==> config.mk <==
export PLATFORM = sky130hd
export DESIGN_NAME = binary_range_encoder_core
export DESIGN_NICKNAME = d
export VERILOG_FILES = /design/src/rtl/core/bre_pkg.sv /design/src/rtl/core/bre_front.sv /design/src/rtl/core/bre_queue.sv /design/src/rtl/core/bre_back.sv /design/src/rtl/core/binary_range_encoder_core.sv
export SDC_FILE = /design/constraint.sdc
export NUM_CORES = 2
export LEC_CHECK = 0
export ABC_AREA = 0
export BUFFER_PORTS_ARGS = -buffer_cell sky130_fd_sc_hd__buf_4
export CORE_ASPECT_RATIO = 1.1
export CORE_MARGIN = 2
export CORE_UTILIZATION = 58
export CTS_BUF_LIST = sky130_fd_sc_hd__clkbuf_16
export DETAILED_ROUTE_END_ITERATION = 7
export PLACE_DENSITY = 0.74
export SLEW_MARGIN = 40
export SYNTH_ARGS = -nofsm -noshare
export SYNTH_HDL_FRONTEND = slang
export SYNTH_HIERARCHICAL = 1
export SYNTH_SLANG_ARGS = --single-unit
==> constraint.sdc <==
create_clock -name i_clk -period 8.5 [get_ports i_clk]
set_clock_uncertainty 0.05 [all_clocks]
set_input_delay 0.425 -clock i_clk [delete_from_list [all_inputs] [get_ports i_clk]]
set_output_delay 0.425 -clock i_clk [all_outputs]
set_load 0.005 [all_outputs]
==> src/rtl/core/bre_pkg.sv <==
// Shared types and constants for the binary range encoder core.
package bre_pkg;

    localparam int unsigned BOUND_W     = 32;
    localparam int unsigned PROB_W      = 16;
    localparam int unsigned BYTE_W      = 8;
    localparam int unsigned RUN_CNT_W   = 3;
    localparam int unsigned QUEUE_DEPTH = 2;
    localparam int unsigned S_TDATA_W   = 24;

    localparam logic [BOUND_W-1:0] LOW_RESET  = 32'h0000_0000;
    localparam logic [BOUND_W-1:0] HIGH_RESET = 32'hffff_ffff;

    typedef enum logic {
        FUNC_ENCODE = 1'b0,
        FUNC_FLUSH  = 1'b1
    } t_func;

    typedef enum logic [1:0] {
        FE_IDLE,
        FE_MUL,
        FE_UPD
    } t_fe_state;

    typedef struct packed {
        logic [BOUND_W-1:0]   word;
        logic [RUN_CNT_W-1:0] count;
        logic                 flush;
    } t_run;

    typedef struct packed {
        logic full;
        logic empty;
    } t_q_status;

endpackage

==> src/rtl/core/bre_front.sv <==
// Front part: takes items, updates the coding interval and emits byte runs.
module bre_front (
    input  logic                        i_clk,
    input  logic                        i_rst_n,
    input  logic                        i_valid,
    output logic                        o_ready,
    input  bre_pkg::t_func              i_func,
    input  logic [bre_pkg::PROB_W-1:0]  i_prob_one,
    input  logic                        i_bit_value,
    output logic                        o_push,
    output bre_pkg::t_run               o_run,
    input  bre_pkg::t_q_status          i_q_status
);

    bre_pkg::t_fe_state            r_state, n_state;
    logic [bre_pkg::BOUND_W-1:0]   r_low, n_low;
    logic [bre_pkg::BOUND_W-1:0]   r_high, n_high;
    logic [bre_pkg::BOUND_W-1:0]   r_width, n_width;
    logic [bre_pkg::BOUND_W-1:0]   r_prod_hi, n_prod_hi;
    logic [bre_pkg::PROB_W-1:0]    r_prod_lo, n_prod_lo;
    logic [bre_pkg::PROB_W-1:0]    r_prob, n_prob;
    logic                          r_bit, n_bit;
    bre_pkg::t_func                r_func, n_func;

    logic [bre_pkg::BOUND_W-1:0]   w_prod_lo_full;
    logic [bre_pkg::BOUND_W-1:0]   w_mid;
    logic [bre_pkg::BOUND_W-1:0]   w_lo;
    logic [bre_pkg::BOUND_W-1:0]   w_hi;
    logic [bre_pkg::RUN_CNT_W-1:0] w_count;
    logic [3:0]                    w_agree;

    always_ff @(posedge i_clk) begin
        if (!i_rst_n) begin
            r_state <= bre_pkg::FE_IDLE;
            r_low   <= bre_pkg::LOW_RESET;
            r_high  <= bre_pkg::HIGH_RESET;
        end else begin
            r_state <= n_state;
            r_low   <= n_low;
            r_high  <= n_high;
        end
    end

    always_ff @(posedge i_clk) begin
        r_width   <= n_width;
        r_prod_hi <= n_prod_hi;
        r_prod_lo <= n_prod_lo;
        r_prob    <= n_prob;
        r_bit     <= n_bit;
        r_func    <= n_func;
    end

    assign w_prod_lo_full = {16'h0000, r_width[15:0]} * {16'h0000, r_prob};
    assign w_mid = r_low + r_prod_hi + {16'h0000, r_prod_lo};
    assign w_lo  = r_bit ? r_low : w_mid + 32'd1;
    assign w_hi  = r_bit ? w_mid : r_high;

    assign w_agree[3] = (w_lo[31:24] == w_hi[31:24]);
    assign w_agree[2] = (w_lo[23:16] == w_hi[23:16]);
    assign w_agree[1] = (w_lo[15:8]  == w_hi[15:8]);
    assign w_agree[0] = (w_lo[7:0]   == w_hi[7:0]);

    always_comb begin
        if (!w_agree[3]) begin
            w_count = 3'd0;
        end else if (!w_agree[2]) begin
            w_count = 3'd1;
        end else if (!w_agree[1]) begin
            w_count = 3'd2;
        end else if (!w_agree[0]) begin
            w_count = 3'd3;
        end else begin
            w_count = 3'd4;
        end
    end

    always_comb begin
        n_state   = r_state;
        n_low     = r_low;
        n_high    = r_high;
        n_width   = r_width;
        n_prod_hi = r_prod_hi;
        n_prod_lo = r_prod_lo;
        n_prob    = r_prob;
        n_bit     = r_bit;
        n_func    = r_func;
        o_ready   = 1'b0;
        o_push    = 1'b0;
        o_run     = '{word: w_hi, count: w_count, flush: 1'b0};
        case (r_state)
            bre_pkg::FE_IDLE: begin
                o_ready = 1'b1;
                if (i_valid) begin
                    n_func  = i_func;
                    n_prob  = i_prob_one;
                    n_bit   = i_bit_value;
                    n_width = r_high - r_low;
                    n_state = (i_func == bre_pkg::FUNC_FLUSH) ? bre_pkg::FE_UPD
                                                              : bre_pkg::FE_MUL;
                end
            end
            bre_pkg::FE_MUL: begin
                n_prod_hi = {16'h0000, r_width[31:16]} * {16'h0000, r_prob};
                n_prod_lo = w_prod_lo_full[31:16];
                n_state   = bre_pkg::FE_UPD;
            end
            bre_pkg::FE_UPD: begin
                if (r_func == bre_pkg::FUNC_FLUSH) begin
                    o_run = '{word: r_high, count: 3'd1, flush: 1'b1};
                    if (!i_q_status.full) begin
                        o_push  = 1'b1;
                        n_low   = bre_pkg::LOW_RESET;
                        n_high  = bre_pkg::HIGH_RESET;
                        n_state = bre_pkg::FE_IDLE;
                    end
                end else if (w_count == 3'd0 || !i_q_status.full) begin
                    o_push  = (w_count != 3'd0);
                    n_state = bre_pkg::FE_IDLE;
                    case (w_count)
                        3'd0: begin
                            n_low  = w_lo;
                            n_high = w_hi;
                        end
                        3'd1: begin
                            n_low  = {w_lo[23:0], 8'h00};
                            n_high = {w_hi[23:0], 8'hff};
                        end
                        3'd2: begin
                            n_low  = {w_lo[15:0], 16'h0000};
                            n_high = {w_hi[15:0], 16'hffff};
                        end
                        3'd3: begin
                            n_low  = {w_lo[7:0], 24'h000000};
                            n_high = {w_hi[7:0], 24'hffffff};
                        end
                        default: begin
                            n_low  = bre_pkg::LOW_RESET;
                            n_high = bre_pkg::HIGH_RESET;
                        end
                    endcase
                end
            end
            default: begin
                n_state = bre_pkg::FE_IDLE;
            end
        endcase
    end

    a_top_bytes_differ: assert property (@(posedge i_clk) disable iff (!i_rst_n)
        r_state == bre_pkg::FE_IDLE |-> r_low[31:24] != r_high[31:24])
        else $error("Bounds agree in their top byte between transactions.");

    a_bounds_ordered: assert property (@(posedge i_clk) disable iff (!i_rst_n)
        r_state == bre_pkg::FE_IDLE |-> r_low <= r_high)
        else $error("Low bound exceeds high bound.");

    a_push_nonempty: assert property (@(posedge i_clk) disable iff (!i_rst_n)
        o_push |-> o_run.count != 3'd0 && !i_q_status.full)
        else $error("Empty run pushed or push into a full queue.");

endmodule

==> src/rtl/core/bre_queue.sv <==
// Short queue of byte runs between the front and back parts.
module bre_queue #(
    parameter int unsigned DEPTH = bre_pkg::QUEUE_DEPTH
) (
    input  logic               i_clk,
    input  logic               i_rst_n,
    input  logic               i_push,
    input  bre_pkg::t_run      i_run,
    input  logic               i_pop,
    output bre_pkg::t_run      o_run,
    output bre_pkg::t_q_status o_status
);

    localparam int unsigned PTR_W = $clog2(DEPTH);
    localparam int unsigned CNT_W = $clog2(DEPTH + 1);
    localparam logic [PTR_W-1:0] LAST_PTR = PTR_W'(DEPTH - 1);
    localparam logic [CNT_W-1:0] FULL_CNT = CNT_W'(DEPTH);

    bre_pkg::t_run    r_mem [DEPTH];
    logic [PTR_W-1:0] r_wr_ptr, n_wr_ptr;
    logic [PTR_W-1:0] r_rd_ptr, n_rd_ptr;
    logic [CNT_W-1:0] r_count, n_count;
    logic             w_push;
    logic             w_pop;

    assign o_status.full  = (r_count == FULL_CNT);
    assign o_status.empty = (r_count == '0);
    assign o_run          = r_mem[r_rd_ptr];
    assign w_push         = i_push && !o_status.full;
    assign w_pop          = i_pop && !o_status.empty;

    always_comb begin
        n_wr_ptr = r_wr_ptr;
        n_rd_ptr = r_rd_ptr;
        n_count  = r_count;
        if (w_push) begin
            n_wr_ptr = (r_wr_ptr == LAST_PTR) ? '0 : r_wr_ptr + 1'b1;
        end
        if (w_pop) begin
            n_rd_ptr = (r_rd_ptr == LAST_PTR) ? '0 : r_rd_ptr + 1'b1;
        end
        if (w_push && !w_pop) begin
            n_count = r_count + 1'b1;
        end else if (w_pop && !w_push) begin
            n_count = r_count - 1'b1;
        end
    end

    always_ff @(posedge i_clk) begin
        if (!i_rst_n) begin
            r_wr_ptr <= '0;
            r_rd_ptr <= '0;
            r_count  <= '0;
        end else begin
            r_wr_ptr <= n_wr_ptr;
            r_rd_ptr <= n_rd_ptr;
            r_count  <= n_count;
        end
    end

    always_ff @(posedge i_clk) begin
        if (w_push) begin
            r_mem[r_wr_ptr] <= i_run;
        end
    end

    a_count_bounded: assert property (@(posedge i_clk) disable iff (!i_rst_n)
        r_count <= FULL_CNT)
        else $error("Queue fill count exceeds its depth.");

    a_count_tracks: assert property (@(posedge i_clk) disable iff (!i_rst_n)
        w_push && !w_pop |=> r_count == $past(r_count) + 1'b1)
        else $error("Queue fill count missed a push.");

endmodule

==> src/rtl/core/bre_back.sv <==
// Back part: splits byte runs into single output bytes behind an output register.
module bre_back (
    input  logic                       i_clk,
    input  logic                       i_rst_n,
    input  bre_pkg::t_run              i_run,
    input  bre_pkg::t_q_status         i_q_status,
    output logic                       o_pop,
    output logic                       o_valid,
    input  logic                       i_ready,
    output logic [bre_pkg::BYTE_W-1:0] o_byte,
    output logic                       o_last,
    output logic                       o_end
);

    logic [bre_pkg::BOUND_W-1:0]   r_word, n_word;
    logic [bre_pkg::RUN_CNT_W-1:0] r_left, n_left;
    logic                          r_flush, n_flush;
    logic                          r_valid, n_valid;
    logic [bre_pkg::BYTE_W-1:0]    r_byte, n_byte;
    logic                          r_last, n_last;
    logic                          r_end, n_end;

    always_comb begin
        n_word  = r_word;
        n_left  = r_left;
        n_flush = r_flush;
        n_valid = r_valid;
        n_byte  = r_byte;
        n_last  = r_last;
        n_end   = r_end;
        o_pop   = 1'b0;
        if (r_valid && i_ready) begin
            n_valid = 1'b0;
        end
        if (r_left == '0) begin
            if (!i_q_status.empty) begin
                o_pop   = 1'b1;
                n_word  = i_run.word;
                n_left  = i_run.count;
                n_flush = i_run.flush;
            end
        end else if (!r_valid || i_ready) begin
            n_valid = 1'b1;
            n_byte  = r_word[31:24];
            n_last  = (r_left == 3'd1);
            n_end   = (r_left == 3'd1) && r_flush;
            n_word  = {r_word[23:0], 8'h00};
            n_left  = r_left - 1'b1;
        end
    end

    always_ff @(posedge i_clk) begin
        if (!i_rst_n) begin
            r_left  <= '0;
            r_valid <= 1'b0;
        end else begin
            r_left  <= n_left;
            r_valid <= n_valid;
        end
    end

    always_ff @(posedge i_clk) begin
        r_word  <= n_word;
        r_flush <= n_flush;
        r_byte  <= n_byte;
        r_last  <= n_last;
        r_end   <= n_end;
    end

    assign o_valid = r_valid;
    assign o_byte  = r_byte;
    assign o_last  = r_last;
    assign o_end   = r_end;

    a_left_bounded: assert property (@(posedge i_clk) disable iff (!i_rst_n)
        r_left <= 3'd4)
        else $error("Run length out of range.");

    a_end_is_last: assert property (@(posedge i_clk) disable iff (!i_rst_n)
        r_valid && r_end |-> r_last)
        else $error("Stream end without last byte of run.");

endmodule

==> src/rtl/core/binary_range_encoder_core.sv <==
// Top level of the carryless binary range encoder core.
//
// Channel  Dir  Handshake                 Content
// s        in   i_s_tvalid / o_s_tready   tdata: prob_one, bit_value; tuser: func
// m        out  o_m_tvalid / i_m_tready   tdata: out_byte; tlast: last_in_run;
//                                         tuser: stream_end
//
// An encode transaction passes through capture, multiply and update in the front part, and a
// flush skips the multiply; both 16x16 products of the split are registered before the add.
// The back part pops a run, then emits one byte per cycle while i_m_tready is high.
// Reset is synchronous and active low; the bounds return to 0 and all ones.
// A full queue stalls a front update that must push; the back stalls only on i_m_tready.
module binary_range_encoder_core #(
    parameter int unsigned QUEUE_DEPTH = bre_pkg::QUEUE_DEPTH
) (
    input  logic                            i_clk,
    input  logic                            i_rst_n,
    input  logic                            i_s_tvalid,
    output logic                            o_s_tready,
    // [15:0] prob_one, [16] bit_value, [23:17] zero
    input  logic [bre_pkg::S_TDATA_W-1:0]   i_s_tdata,
    // [0] func
    input  logic                            i_s_tuser,
    output logic                            o_m_tvalid,
    input  logic                            i_m_tready,
    // [7:0] out_byte
    output logic [bre_pkg::BYTE_W-1:0]      o_m_tdata,
    output logic                            o_m_tlast,
    // [0] stream_end
    output logic                            o_m_tuser
);

    logic               w_push;
    logic               w_pop;
    bre_pkg::t_run      w_run_in;
    bre_pkg::t_run      w_run_out;
    bre_pkg::t_q_status w_q_status;
    bre_pkg::t_func     w_func;

    assign w_func = bre_pkg::t_func'(i_s_tuser);

    bre_front u_front (
        .i_clk       (i_clk),
        .i_rst_n     (i_rst_n),
        .i_valid     (i_s_tvalid),
        .o_ready     (o_s_tready),
        .i_func      (w_func),
        .i_prob_one  (i_s_tdata[15:0]),
        .i_bit_value (i_s_tdata[16]),
        .o_push      (w_push),
        .o_run       (w_run_in),
        .i_q_status  (w_q_status)
    );

    bre_queue #(
        .DEPTH (QUEUE_DEPTH)
    ) u_queue (
        .i_clk    (i_clk),
        .i_rst_n  (i_rst_n),
        .i_push   (w_push),
        .i_run    (w_run_in),
        .i_pop    (w_pop),
        .o_run    (w_run_out),
        .o_status (w_q_status)
    );

    bre_back u_back (
        .i_clk      (i_clk),
        .i_rst_n    (i_rst_n),
        .i_run      (w_run_out),
        .i_q_status (w_q_status),
        .o_pop      (w_pop),
        .o_valid    (o_m_tvalid),
        .i_ready    (i_m_tready),
        .o_byte     (o_m_tdata),
        .o_last     (o_m_tlast),
        .o_end      (o_m_tuser)
    );

endmodule

==> impl_metrics.ini <==
[final_layout]
syn_to_final_growth_pct = 6.75
antenna_cells = 0
multi_input_area_um2 = 23900
layout.filler_cells = 4876
ratio_of_cells_with_drive_above_1_in_the_final_layout = 0.0723
final_nets = 4402
area.sequential_um2 = 7900

[sta]
setup_viol_count_final = 0
max_slew.worst_pin.slew_ns = 0.871
final_hold_violation_count = 0
post-route-period-util = 0.877
rsz0062_at_grt = false
max-slew-margin-rel = 0.403
fin_setup_tns_ns = 0
report.final.slew_viol_count = 0
finalWorstPathRequiredPeriod_ns = 7.45
fmax_mhz = 134
hold_slack_ns = 0.163

[min_path]
worstHoldEndpoint = u_front/r_high[4]
worstHoldStart = i_rst_n
whs_path_depth = 2
hp-class = in2reg

[setup_path]
worst_setup_path_start_kind = flip-flop
crit_path_frequent_cell = sky130_fd_sc_hd__fa_1
regToRegSetupSlack_ns = 1.05
worstPathArrival_ns = 7.73
worst_setup_path_end_kind = flip-flop
timing.reg2reg.worst_path_depth = 25
crit_fanout = 16
r2r-start = u_front/r_width[23]
worstReg2RegEnd = u_front/r_prod_hi[30]
critical-path-max-stage-delay_ns = 0.83
slowest_stage = sky130_fd_sc_hd__edfxtp_1
worst-endpoint-required_ns = 8.78
critical_path_class = reg2reg

[outcome]
outcome = completed

[synth]
net_count_of_the_mapped_netlist = 4430
yosys-top-cells-area = sky130_fd_sc_hd__fa_1 23%, sky130_fd_sc_hd__edfxtp_1 19%, sky130_fd_sc_hd__ha_1 10%
postSynthRegisterBits = 288
synth_enable_flop_cells = 213
yosys_most_used_dff = sky130_fd_sc_hd__edfxtp_1
seq_area_frac_synth = 0.229
ys_async_sr_fraction = 0
synth_top_area_frac = 0.235
synth_top_cells_by_count = 544 x sky130_fd_sc_hd__inv_1, 515 x sky130_fd_sc_hd__nand2_1, 405 x sky130_fd_sc_hd__fa_1, 286 x sky130_fd_sc_hd__ha_1, 238 x sky130_fd_sc_hd__and2_1
biggest_area_consumer_among_synthesized_cells = sky130_fd_sc_hd__fa_1
synthesis.area_um2 = 34600
synth_warnings = 6
synth_cells = 3710
yosysMostFrequentCell = sky130_fd_sc_hd__inv_1
post_synth_num_cell_types = 106
syn_area_per_cell_um2 = 9.31

[route]
detailedRoute.firstIterationViolations = 1775
drt_drc_violations_left = 0
wl_per_cell_um = 18.8
drt.antenna.violating_nets = 0
detail_route.first_pass.iterations = 6
dr_total_vias = 25953
detail_route.wirelength_um = 83900
vias_per_cell = 5.81

[cts]
insertion_delay_ns = 0.58
clock_edge_transition_at_the_registers_on_the_reported_setup_and_hold_paths_ns = 0.06
clkSinkCount = 288
post_cts_resized = 0
cts_buffer_depth = 3
cts.repair_timing.setup_buffer_count = 0
htree_levels = 2
tritoncts_clock_tree = done
cts-root-buf = sky130_fd_sc_hd__clkbuf_16
tritoncts_buffers = 35

[floorplanning]
core_area_um2 = 58800
die_h_um = 260
placementRows = 93
pin_count = 41
die_area_um2 = 61600
start_util = 0.588
fp.dieW_um = 237

[global_route]
grt_overflow = 0
largest_net_degree_at_the_start_of_global_routing = 52
first_global_vias = 26395
antenna_found_initial = 0
grt_pass1_wl_um = 138000
global_route.usage.total = 0.279

[placement]
hpwlAfterDp_um = 65100
place.port_buffers = 33
finalWeightedCongestion = 0.932

[flow_run]
max_cap_viol_count = 0
==> layer usage <==
metal,global-route usage,vias to the layer above,wire [µm]
met1,0.369,12823,35300
met3,0.0329,171,5050
met4,0.101,0,2900
met5,0,-,0
li1,-,12114,-
met2,0.475,845,40600
==> cell type report <==
cell class | instances | area share
multi-input combinational | 2702 | 0.648
tap | 760 | 0.0258
clock inverter | 29 | 0.00834
sequential | 288 | 0.214
inverter | 546 | 0.0556
timing repair buffer | 109 | 0.0243
clock buffer | 35 | 0.0237
==> through the flow <==
| stage | instance area [µm²] | instances | utilization | worst slack [ns] |
|---|---|---|---|---|
| floorplan | 34600 | 3710 | - | 1.36 |
| global placement | 35400 | 4382 | 0.603 | 1.14 |
| detailed placement | 35500 | 4384 | 0.604 | 1.10 |
| CTS | 36800 | 4466 | 0.627 | 1.08 |
| global route | 36900 | 4469 | 0.628 | 0.711 |
| finish | 36900 | 4469 | 0.628 | 1.05 |
==> timing repair <==
action	CTS	global route
hold endpoints to repair	18	0
hold buffers	18	0
endpoints found under the setup margin	0	0
==> state kept, by name, summed over array words and instances (netlist names), 2 cells and up, named ones only <==
name,count
u_back/o_byte,8
u_back/r_left,3
u_back/r_word,32
u_front/r_high,32
u_front/r_low,32
u_front/r_prob,16
u_front/r_prod_hi,32
u_front/r_prod_lo,16
u_front/r_state,2
u_front/r_width,32
u_queue/r_count,2
u_queue/r_mem,72
==> critical path: cells and delay by family (launching register included) <==
| kind | cells | cell delay, ns |
|---|---|---|
| adders and majority gates | 7 | 3.36 |
| AOI/OAI and AO/OA | 8 | 2.01 |
| DFF | 1 | 0.83 |
| and+or+nand+nor | 4 | 0.61 |
| buffers and inverters | 5 | 0.25 |
| xor gates and xnor gates | 1 | 0.08 |
==> placed cells by master, fill, tap and decap left out, types with 11 or more instances in the layout <==
master and count:
sky130_fd_sc_hd__nor3b_1 12, sky130_fd_sc_hd__xor2_1 43, sky130_fd_sc_hd__a211oi_1 24, sky130_fd_sc_hd__a21oi_1 156, sky130_fd_sc_hd__nand4_1 20, sky130_fd_sc_hd__a21o_1 32, sky130_fd_sc_hd__dlygate4sd3_1 18, sky130_fd_sc_hd__clkbuf_16 35
sky130_fd_sc_hd__and3_1 31, sky130_fd_sc_hd__mux2i_1 60, sky130_fd_sc_hd__o22ai_1 17, sky130_fd_sc_hd__inv_1 549, sky130_fd_sc_hd__nand2b_1 15, sky130_fd_sc_hd__buf_4 85, sky130_fd_sc_hd__nor3_1 41, sky130_fd_sc_hd__o21ai_0 89
sky130_fd_sc_hd__fa_1 405, sky130_fd_sc_hd__edfxtp_1 213, sky130_fd_sc_hd__or3_1 15, sky130_fd_sc_hd__and4_1 12, sky130_fd_sc_hd__and2_1 237, sky130_fd_sc_hd__nand3_1 60, sky130_fd_sc_hd__o21a_1 16, sky130_fd_sc_hd__o32a_1 14
sky130_fd_sc_hd__a211o_1 11, sky130_fd_sc_hd__mux2_2 58, sky130_fd_sc_hd__ha_1 286, sky130_fd_sc_hd__nor2b_1 30, sky130_fd_sc_hd__nor2_1 175, sky130_fd_sc_hd__a31oi_1 11, sky130_fd_sc_hd__dfxtp_1 75, sky130_fd_sc_hd__xnor2_1 114
sky130_fd_sc_hd__nand4b_1 11, sky130_fd_sc_hd__nand2_1 515
==> cell families after synthesis <==
group	count (synthesis)	synth area share
DFF	288	0.229
muxes	123	0.0381
AOI/OAI and AO/OA	492	0.0945
and+or+nand+nor	1233	0.177
adders and majority gates	691	0.338
xor gates and xnor gates	163	0.0424
buffers and inverters	720	0.0816
==> how the worst max path moves through the flow <==
stage                          from               endpoint  slack [ns]  cells past startpoint
4_1_cts           u_front/r_prob[7]  u_front/r_prod_lo[13]        1.08                     24
5_1_grt         u_front/r_width[25]  u_front/r_prod_hi[30]        0.71                     25
6_report        u_front/r_width[23]  u_front/r_prod_hi[30]        1.05                     25
3_5_place_dp      u_front/r_prob[7]  u_front/r_prod_lo[13]        1.10                     24
2_1_floorplan  u_front/r_prod_hi[1]    u_queue/r_mem[0][0]        1.36                     21
3_3_place_gp    u_front/r_width[25]  u_front/r_prod_hi[30]        1.14                     25
Power is left out: the tool's default activity adds up to more than one toggle a clock period on the data nets, which glitch-free logic cannot reach.
